## src/sv/bdb_pkg.sv

```systemverilog
`timescale 1ns / 1ps
// ----------------------------------------------------------------------------
// bdb_pkg
// Shared types, codes and helpers for the B-spline evaluator.
// ----------------------------------------------------------------------------
package bdb_pkg;

    localparam int CoordW       = 32;
    localparam int DiffW        = CoordW + 1;
    localparam int AlphaW       = 33;
    localparam int ProdW        = AlphaW + DiffW;
    localparam int SatW         = 72;
    localparam int MaxPointsDef = 64;
    localparam int MaxDegreeDef = 3;

    localparam logic [1:0] CMD_WR_POINT = 2'd0;
    localparam logic [1:0] CMD_WR_KNOT  = 2'd1;
    localparam logic [1:0] CMD_FILL     = 2'd2;
    localparam logic [1:0] CMD_EVAL     = 2'd3;

    localparam logic [1:0] ST_OK       = 2'd0;
    localparam logic [1:0] ST_ZERO_DEN = 2'd1;
    localparam logic [1:0] ST_FEW_PTS  = 2'd2;
    localparam logic [1:0] ST_RANGE    = 2'd3;

    localparam logic [1:0] CFG_DEGREE   = 2'd0;
    localparam logic [1:0] CFG_PCOUNT   = 2'd1;
    localparam logic [1:0] CFG_INTERVAL = 2'd2;

    localparam logic [4:0] OP_NONE     = 5'd0;
    localparam logic [4:0] OP_LATCH    = 5'd1;
    localparam logic [4:0] OP_WRITE    = 5'd2;
    localparam logic [4:0] OP_CFGFAIL  = 5'd3;
    localparam logic [4:0] OP_FILLINIT = 5'd4;
    localparam logic [4:0] OP_FILL     = 5'd5;
    localparam logic [4:0] OP_CLAMP_RD = 5'd6;
    localparam logic [4:0] OP_CLAMP    = 5'd7;
    localparam logic [4:0] OP_SRCH_RD  = 5'd8;
    localparam logic [4:0] OP_SRCH_INC = 5'd9;
    localparam logic [4:0] OP_LOAD_RD  = 5'd10;
    localparam logic [4:0] OP_LOAD_PSH = 5'd11;
    localparam logic [4:0] OP_STEP_RD  = 5'd12;
    localparam logic [4:0] OP_ROTATE   = 5'd13;
    localparam logic [4:0] OP_DIV      = 5'd14;
    localparam logic [4:0] OP_ALPHA    = 5'd15;
    localparam logic [4:0] OP_MUL      = 5'd16;
    localparam logic [4:0] OP_ADD      = 5'd17;
    localparam logic [4:0] OP_BLD_PSH  = 5'd18;
    localparam logic [4:0] OP_FINISH   = 5'd19;

    typedef struct packed {
        logic [1:0]               cmd;
        logic [6:0]               entry_index;
        logic signed [CoordW-1:0] coord_x;
        logic signed [CoordW-1:0] coord_y;
        logic signed [CoordW-1:0] coord_z;
        logic signed [CoordW-1:0] knot_value;
        logic signed [CoordW-1:0] param_u;
    } t_in;

    typedef struct packed {
        logic signed [CoordW-1:0] pos_x;
        logic signed [CoordW-1:0] pos_y;
        logic signed [CoordW-1:0] pos_z;
        logic [6:0]               span_found;
        logic [1:0]               status;
    } t_out;

    typedef logic [2:0][CoordW-1:0] t_vec;

    typedef struct packed {
        logic [4:0] op;
    } t_ctl;

    typedef struct packed {
        logic is_write;
        logic is_fill;
        logic cfg_bad;
        logic srch_more;
        logic srch_less;
        logic lane_last;
        logic round_last;
        logic lane_active;
        logic den_zero;
        logic div_done;
        logic fill_last;
        logic coord_last;
    } t_sts;

    function automatic logic signed [CoordW-1:0] sat_coord(input logic signed [SatW-1:0] v);
        logic signed [SatW-1:0] hi;
        logic signed [SatW-1:0] lo;
        hi = SatW'({1'b0, {(CoordW-1){1'b1}}});
        lo = -hi - SatW'(1);
        if (v > hi) begin
            return hi[CoordW-1:0];
        end else if (v < lo) begin
            return lo[CoordW-1:0];
        end
        return v[CoordW-1:0];
    endfunction

endpackage

```

## src/sv/bdb_ctrl.sv

```systemverilog
`timescale 1ns / 1ps
// ----------------------------------------------------------------------------
// bdb_ctrl
// Command sequencer: dispatch, knot fill, span search, load and blend rounds.
// ----------------------------------------------------------------------------
module bdb_ctrl (
    input  logic          i_clk,
    input  logic          i_rst_n,
    input  logic          i_start,
    input  bdb_pkg::t_sts i_sts,
    output bdb_pkg::t_ctl o_ctl,
    output logic          o_busy,
    output logic          o_done
);
    import bdb_pkg::*;

    localparam logic [4:0] S_IDLE  = 5'd0;
    localparam logic [4:0] S_DISP  = 5'd1;
    localparam logic [4:0] S_FILL  = 5'd2;
    localparam logic [4:0] S_CLAMP = 5'd3;
    localparam logic [4:0] S_SRD   = 5'd4;
    localparam logic [4:0] S_SCMP  = 5'd5;
    localparam logic [4:0] S_LRD   = 5'd6;
    localparam logic [4:0] S_LPUSH = 5'd7;
    localparam logic [4:0] S_STEP  = 5'd8;
    localparam logic [4:0] S_KNOT  = 5'd9;
    localparam logic [4:0] S_DIVW  = 5'd10;
    localparam logic [4:0] S_MUL   = 5'd11;
    localparam logic [4:0] S_ADD   = 5'd12;
    localparam logic [4:0] S_PUSH  = 5'd13;
    localparam logic [4:0] S_FIN   = 5'd14;
    localparam logic [4:0] S_RES   = 5'd15;

    logic [4:0] r_state;
    logic [4:0] n_state;
    logic [4:0] op;
    logic       all_done;

    always_comb begin
        n_state  = r_state;
        op       = OP_NONE;
        all_done = i_sts.lane_last && i_sts.round_last;
        unique case (r_state)
            S_IDLE: begin
                if (i_start) begin
                    op      = OP_LATCH;
                    n_state = S_DISP;
                end
            end
            S_DISP: begin
                if (i_sts.is_write) begin
                    op      = OP_WRITE;
                    n_state = S_RES;
                end else if (i_sts.cfg_bad) begin
                    op      = OP_CFGFAIL;
                    n_state = S_RES;
                end else if (i_sts.is_fill) begin
                    op      = OP_FILLINIT;
                    n_state = S_FILL;
                end else begin
                    op      = OP_CLAMP_RD;
                    n_state = S_CLAMP;
                end
            end
            S_FILL: begin
                op = OP_FILL;
                if (i_sts.fill_last) begin
                    n_state = S_RES;
                end
            end
            S_CLAMP: begin
                op      = OP_CLAMP;
                n_state = S_SRD;
            end
            S_SRD: begin
                if (i_sts.srch_more) begin
                    op      = OP_SRCH_RD;
                    n_state = S_SCMP;
                end else begin
                    n_state = S_LRD;
                end
            end
            S_SCMP: begin
                if (i_sts.srch_less) begin
                    op      = OP_SRCH_INC;
                    n_state = S_SRD;
                end else begin
                    n_state = S_LRD;
                end
            end
            S_LRD: begin
                op      = OP_LOAD_RD;
                n_state = S_LPUSH;
            end
            S_LPUSH: begin
                op      = OP_LOAD_PSH;
                n_state = i_sts.lane_last ? S_STEP : S_LRD;
            end
            S_STEP: begin
                if (i_sts.lane_active) begin
                    op      = OP_STEP_RD;
                    n_state = S_KNOT;
                end else begin
                    op      = OP_ROTATE;
                    n_state = all_done ? S_FIN : S_STEP;
                end
            end
            S_KNOT: begin
                op      = OP_DIV;
                n_state = i_sts.den_zero ? S_MUL : S_DIVW;
            end
            S_DIVW: begin
                if (i_sts.div_done) begin
                    op      = OP_ALPHA;
                    n_state = S_MUL;
                end
            end
            S_MUL: begin
                op      = OP_MUL;
                n_state = S_ADD;
            end
            S_ADD: begin
                op      = OP_ADD;
                n_state = i_sts.coord_last ? S_PUSH : S_MUL;
            end
            S_PUSH: begin
                op      = OP_BLD_PSH;
                n_state = all_done ? S_FIN : S_STEP;
            end
            S_FIN: begin
                op      = OP_FINISH;
                n_state = S_RES;
            end
            S_RES: begin
                n_state = S_IDLE;
            end
            default: begin
                n_state = S_IDLE;
            end
        endcase
    end

    always_ff @(posedge i_clk) begin
        if (!i_rst_n) begin
            r_state <= S_IDLE;
        end else begin
            r_state <= n_state;
        end
    end

    assign o_ctl.op = op;
    assign o_busy   = r_state != S_IDLE;
    assign o_done   = r_state == S_RES;

endmodule

```

## config.mk

```make
export PLATFORM = sky130hd
export DESIGN_NAME = bdb_ctrl
export DESIGN_NICKNAME = d
export VERILOG_FILES = /design/src/sv/bdb_pkg.sv /design/src/sv/bdb_ctrl.sv
export SDC_FILE = /design/constraint.sdc
export NUM_CORES = 1
export LEC_CHECK = 0
export BUFFER_PORTS_ARGS = -buffer_cell sky130_fd_sc_hd__buf_2
export CORE_MARGIN = 2
export CORE_UTILIZATION = 42
export CTS_CLUSTER_SIZE = 12
export DETAILED_ROUTE_END_ITERATION = 16
export GPL_ROUTABILITY_DRIVEN = 0
export PLACE_DENSITY_LB_ADDON = 0.08
export SLEW_MARGIN = 20
export SYNTH_ARGS = -nofsm -noshare
export SYNTH_HDL_FRONTEND = slang
export SYNTH_SLANG_ARGS = --single-unit
```

## constraint.sdc

```tcl
create_clock -name i_clk -period 1.36 [get_ports i_clk]
set_input_delay 0.068 -clock i_clk [delete_from_list [all_inputs] [get_ports i_clk]]
set_output_delay 0.068 -clock i_clk [all_outputs]
set_load 0.1 [all_outputs]
```

==> run_results.csv <==
group,metric,value,unit
grt,grt_pass1_vias,899,
logic_synthesis,avgSynthCellArea,6.49,sq um
timing,setup_viol,9,
grt,grt_max_degree,13,
logic_synthesis,synth_top_area_share,13.6,%
final_layout,syn2layout_area_growth,98.7,%
clock_tree,max-clock-path-buffers,2,
pwr,pwr-share-seq,8.0,%
worst_setup_path,critPathKind,"reg -> out",
logic_synthesis,synthesis.area,591,sq um
clock_tree,cts_sinks,4,
final_layout,regMostFlops,"r_state",
timing,hold_viol,0,
timing,slew_headroom,74.1,%
floorplanning,die_h,41.5,um
hold_path,hold_class,"in -> reg",
final_layout,final_nets,148,
grt,antenna_found_initial,0,
grt,grt_pass1_wl,3990,um
grt,grt_overflow_total,0,
timing,drv_slew,0,
floorplanning,rows,13,
routing,wl,2950,um
logic_synthesis,synth.distinct_cells,36,
final_layout,top_regs,"r_state (4)",
clock_tree,cts_buffers,3,
worst_setup_path,path_max_fanout,5,
worst_setup_path,crit_path_top_delay_cell,"dfxtp_4",
timing,worst_slack,-197,ps
routing,final_antenna_net_count,0,
status,status,"finished with violations",
floorplanning,pin_count,22,
worst_setup_path,worstPathCellList,"buf_6 -> mux2i_1 -> o21ai_0 -> buf_4 -> o21ai_4 -> buf_12",
grt,grtUsageTotal,29.4,%
timing,layout_min_cycle_time,1560,ps
grt,grt.met2_usage,50.3,%
grt,use_met1,33.8,%
grt,busiest_layer,"met2",
logic_synthesis,yosysSeqAreaShare,13.6,%
pwr,p_int,1.60,mW
routing,via_per_inst,6.59,
routing,post_drt_wl_per_cell,20.2,um
grt,grt.met3_usage,8.26,%
pwr,vdd_ir_drop_max,0.00355,V
routing,drt_pass1_iterations,4,
clock_tree,clkLatencyLatePin,240,ps
logic_synthesis,synth_top_cell_by_area,"dfxtp_1",
logic_synthesis,synth_flop_cell,"dfxtp_1",
logic_synthesis,yosys-top-cells-area,"dfxtp_1 14%, a21oi_1 6.8%, o21ai_0 5.9%",
logic_synthesis,syn_inst,91,
pwr,totalPowerFinal,3.62,mW
logic_synthesis,yosys_warnings,0,
pwr,power.density,3080,nW/um^2
final_layout,fin_util,90.2,%
worst_setup_path,cpLargestDelayFamily,"buffers and inverters",
timing,worstMarginPinSlew,387,ps
final_layout,drive_above_1_share,58.0,%
pwr,p_leak,0.473,nW
floorplanning,die_width,41.5,um
worst_setup_path,cpPeakStageDelay,370,ps
timing,fmax,642,MHz
placed_design,io_buffers,21,
worst_setup_path,crit_path_end_kind,"output port",
clock_tree,cts.htree.levels,1,
worst_setup_path,arrival,1490,ps
timing,rsz0062_at_grt,"true",
logic_synthesis,async_flop_share,0,%
routing,drt_iter0_markers,53,
worst_setup_path,critPathBufInv,3,
floorplanning,core,1300,sq um
placed_design,hpwl,1610,um
logic_synthesis,syn-num-nets,106,
pwr,p_switching,2.02,mW
final_layout,fin_cells,146,
logic_synthesis,synth_common_cells,"9 x nand2_1, 9 x nor2_1, 8 x a21oi_1",
timing,holdWs,130,ps
job,maxCapViolations,0,
clock_tree,cts_tree,"yes",
final_layout,n_antenna_cell,0,
status,violations,"setup timing",
clock_tree,clk_pin_slew,40,ps
floorplanning,die_area,1720,sq um
logic_synthesis,synth_seq_cells,4,
pwr,power_frac_comb,87.5,%
worst_setup_path,start_kind,"register",
worst_setup_path,required,1290,ps
pwr,p_clk_share,4.4,%
routing,drc_errors,0,
timing,finalCritPeriodShare,114,%
clock_tree,cts_hold_buf,0,
final_layout,largest_register_ffs,4,
routing,vias,962,
timing,skew,1.93,ps
placed_design,dp_cells,139,
floorplanning,initial_core_util,45.4,%
pwr,swShare,55.9,%
placed_design,place_ws,-83.3,ps
logic_synthesis,synth-edff-count,0,
clock_tree,cts-root-buf,"clkbuf_4",
[worst register-to-register path, stage by stage, from the launching register on]
cell and delay (ps):
dfxtp_4 370, buf_4 180, nor3_1 190, a21oi_1 100, o211ai_1 360, o22ai_1 140
[final timing paths]
| path | startpoint | endpoint | slack (ps) | depth (start not counted) |
|---|---|---|---|---|
| max reg2reg | r_state[2]$_SDFFE_PN0P_ | r_state[3]$_SDFFE_PN0P_ | -110 | 5 |
| min reg2reg | r_state[2]$_SDFFE_PN0P_ | r_state[1]$_SDFFE_PN0P_ | 710 | 2 |
| min | i_rst_n | r_state[1]$_SDFFE_PN0P_ | 130 | 2 |
| max | r_state[1]$_SDFFE_PN0P_ | o_ctl[0] | -200 | 6 |
[stage by stage]
stage	area [sq um]	TNS, ps
5_1_grt	1170	-1320
2_1_floorplan	717	-751
3_5_place_dp	1030	-93.9
4_1_cts	1130	-446
3_3_place_gp	1030	-30.0
6_report	1170	-897
[layout by cell type, fill, tap and decap left out, drive strengths merged]
cell type,Yosys,layout
nand2b,3,3
a211oi,1,1
o31ai,2,2
nor2,9,9
nor3,2,2
inv,5,5
dfxtp,4,4
mux2i,1,1
a21oi,8,8
a21boi,2,2
o2bb2ai,1,1
nor3b,2,2
buf,7,46
nand3,1,1
a221oi,2,2
o21ai,7,7
o221ai,1,1
nand4b,1,1
clkbuf,2,3
o211ai,3,3
nand4bb,1,1
o22ai,2,2
o311ai,1,1
a31oi,1,1
a22oi,1,1
o32ai,1,1
nand3b,4,4
xnor2,1,1
or3b,1,1
a311oi,2,2
nor2b,2,2
nand2,9,9
and2,1,1
[layout make-up]
type | count | area (sq um)
Inverter | 5 | 23.8
Fill cell | 62 | 128
Clock buffer | 3 | 22.5
Multi-Input combinational cell | 73 | 603
Tap cell | 15 | 18.8
Timing Repair Buffer | 46 | 413
Sequential cell | 4 | 92.6
[cell families after synthesis]
group | Yosys count | share of synthesized area, %
simple gates | 36 | 32.8
compound gates | 35 | 39.2
buf+inv | 14 | 11.2
flops | 4 | 13.6
xor+xnor | 1 | 1.48
mux | 1 | 1.69
[metal layers]
| metal | wire, um | part of all wire (%) |
|---|---|---|
| met5 | 0 | 0 |
| met4 | 99 | 3.4 |
| met3 | 247 | 8.4 |
| met2 | 1480 | 50 |
| met1 | 1120 | 38 |
[power groups by stage]
stage | clock (mW) | combinational (mW) | sequential, mW
after global placement | 0 | 2.76 | 0.237
final | 0.161 | 3.17 | 0.291
after detailed placement | 0 | 2.81 | 0.244
after global routing | 0.166 | 3.27 | 0.301
after floorplan | 0 | 1.92 | 0.207
after CTS | 0.156 | 2.95 | 0.274
[timing repair]
action	CTS	global route
endpoints found under the hold margin	0	0
endpoints found under the setup margin	9	11
pin swaps	5	4
resized for setup	18	11
buffers inserted	3	1
No activity file was read; power rests on OpenSTA's default activity.
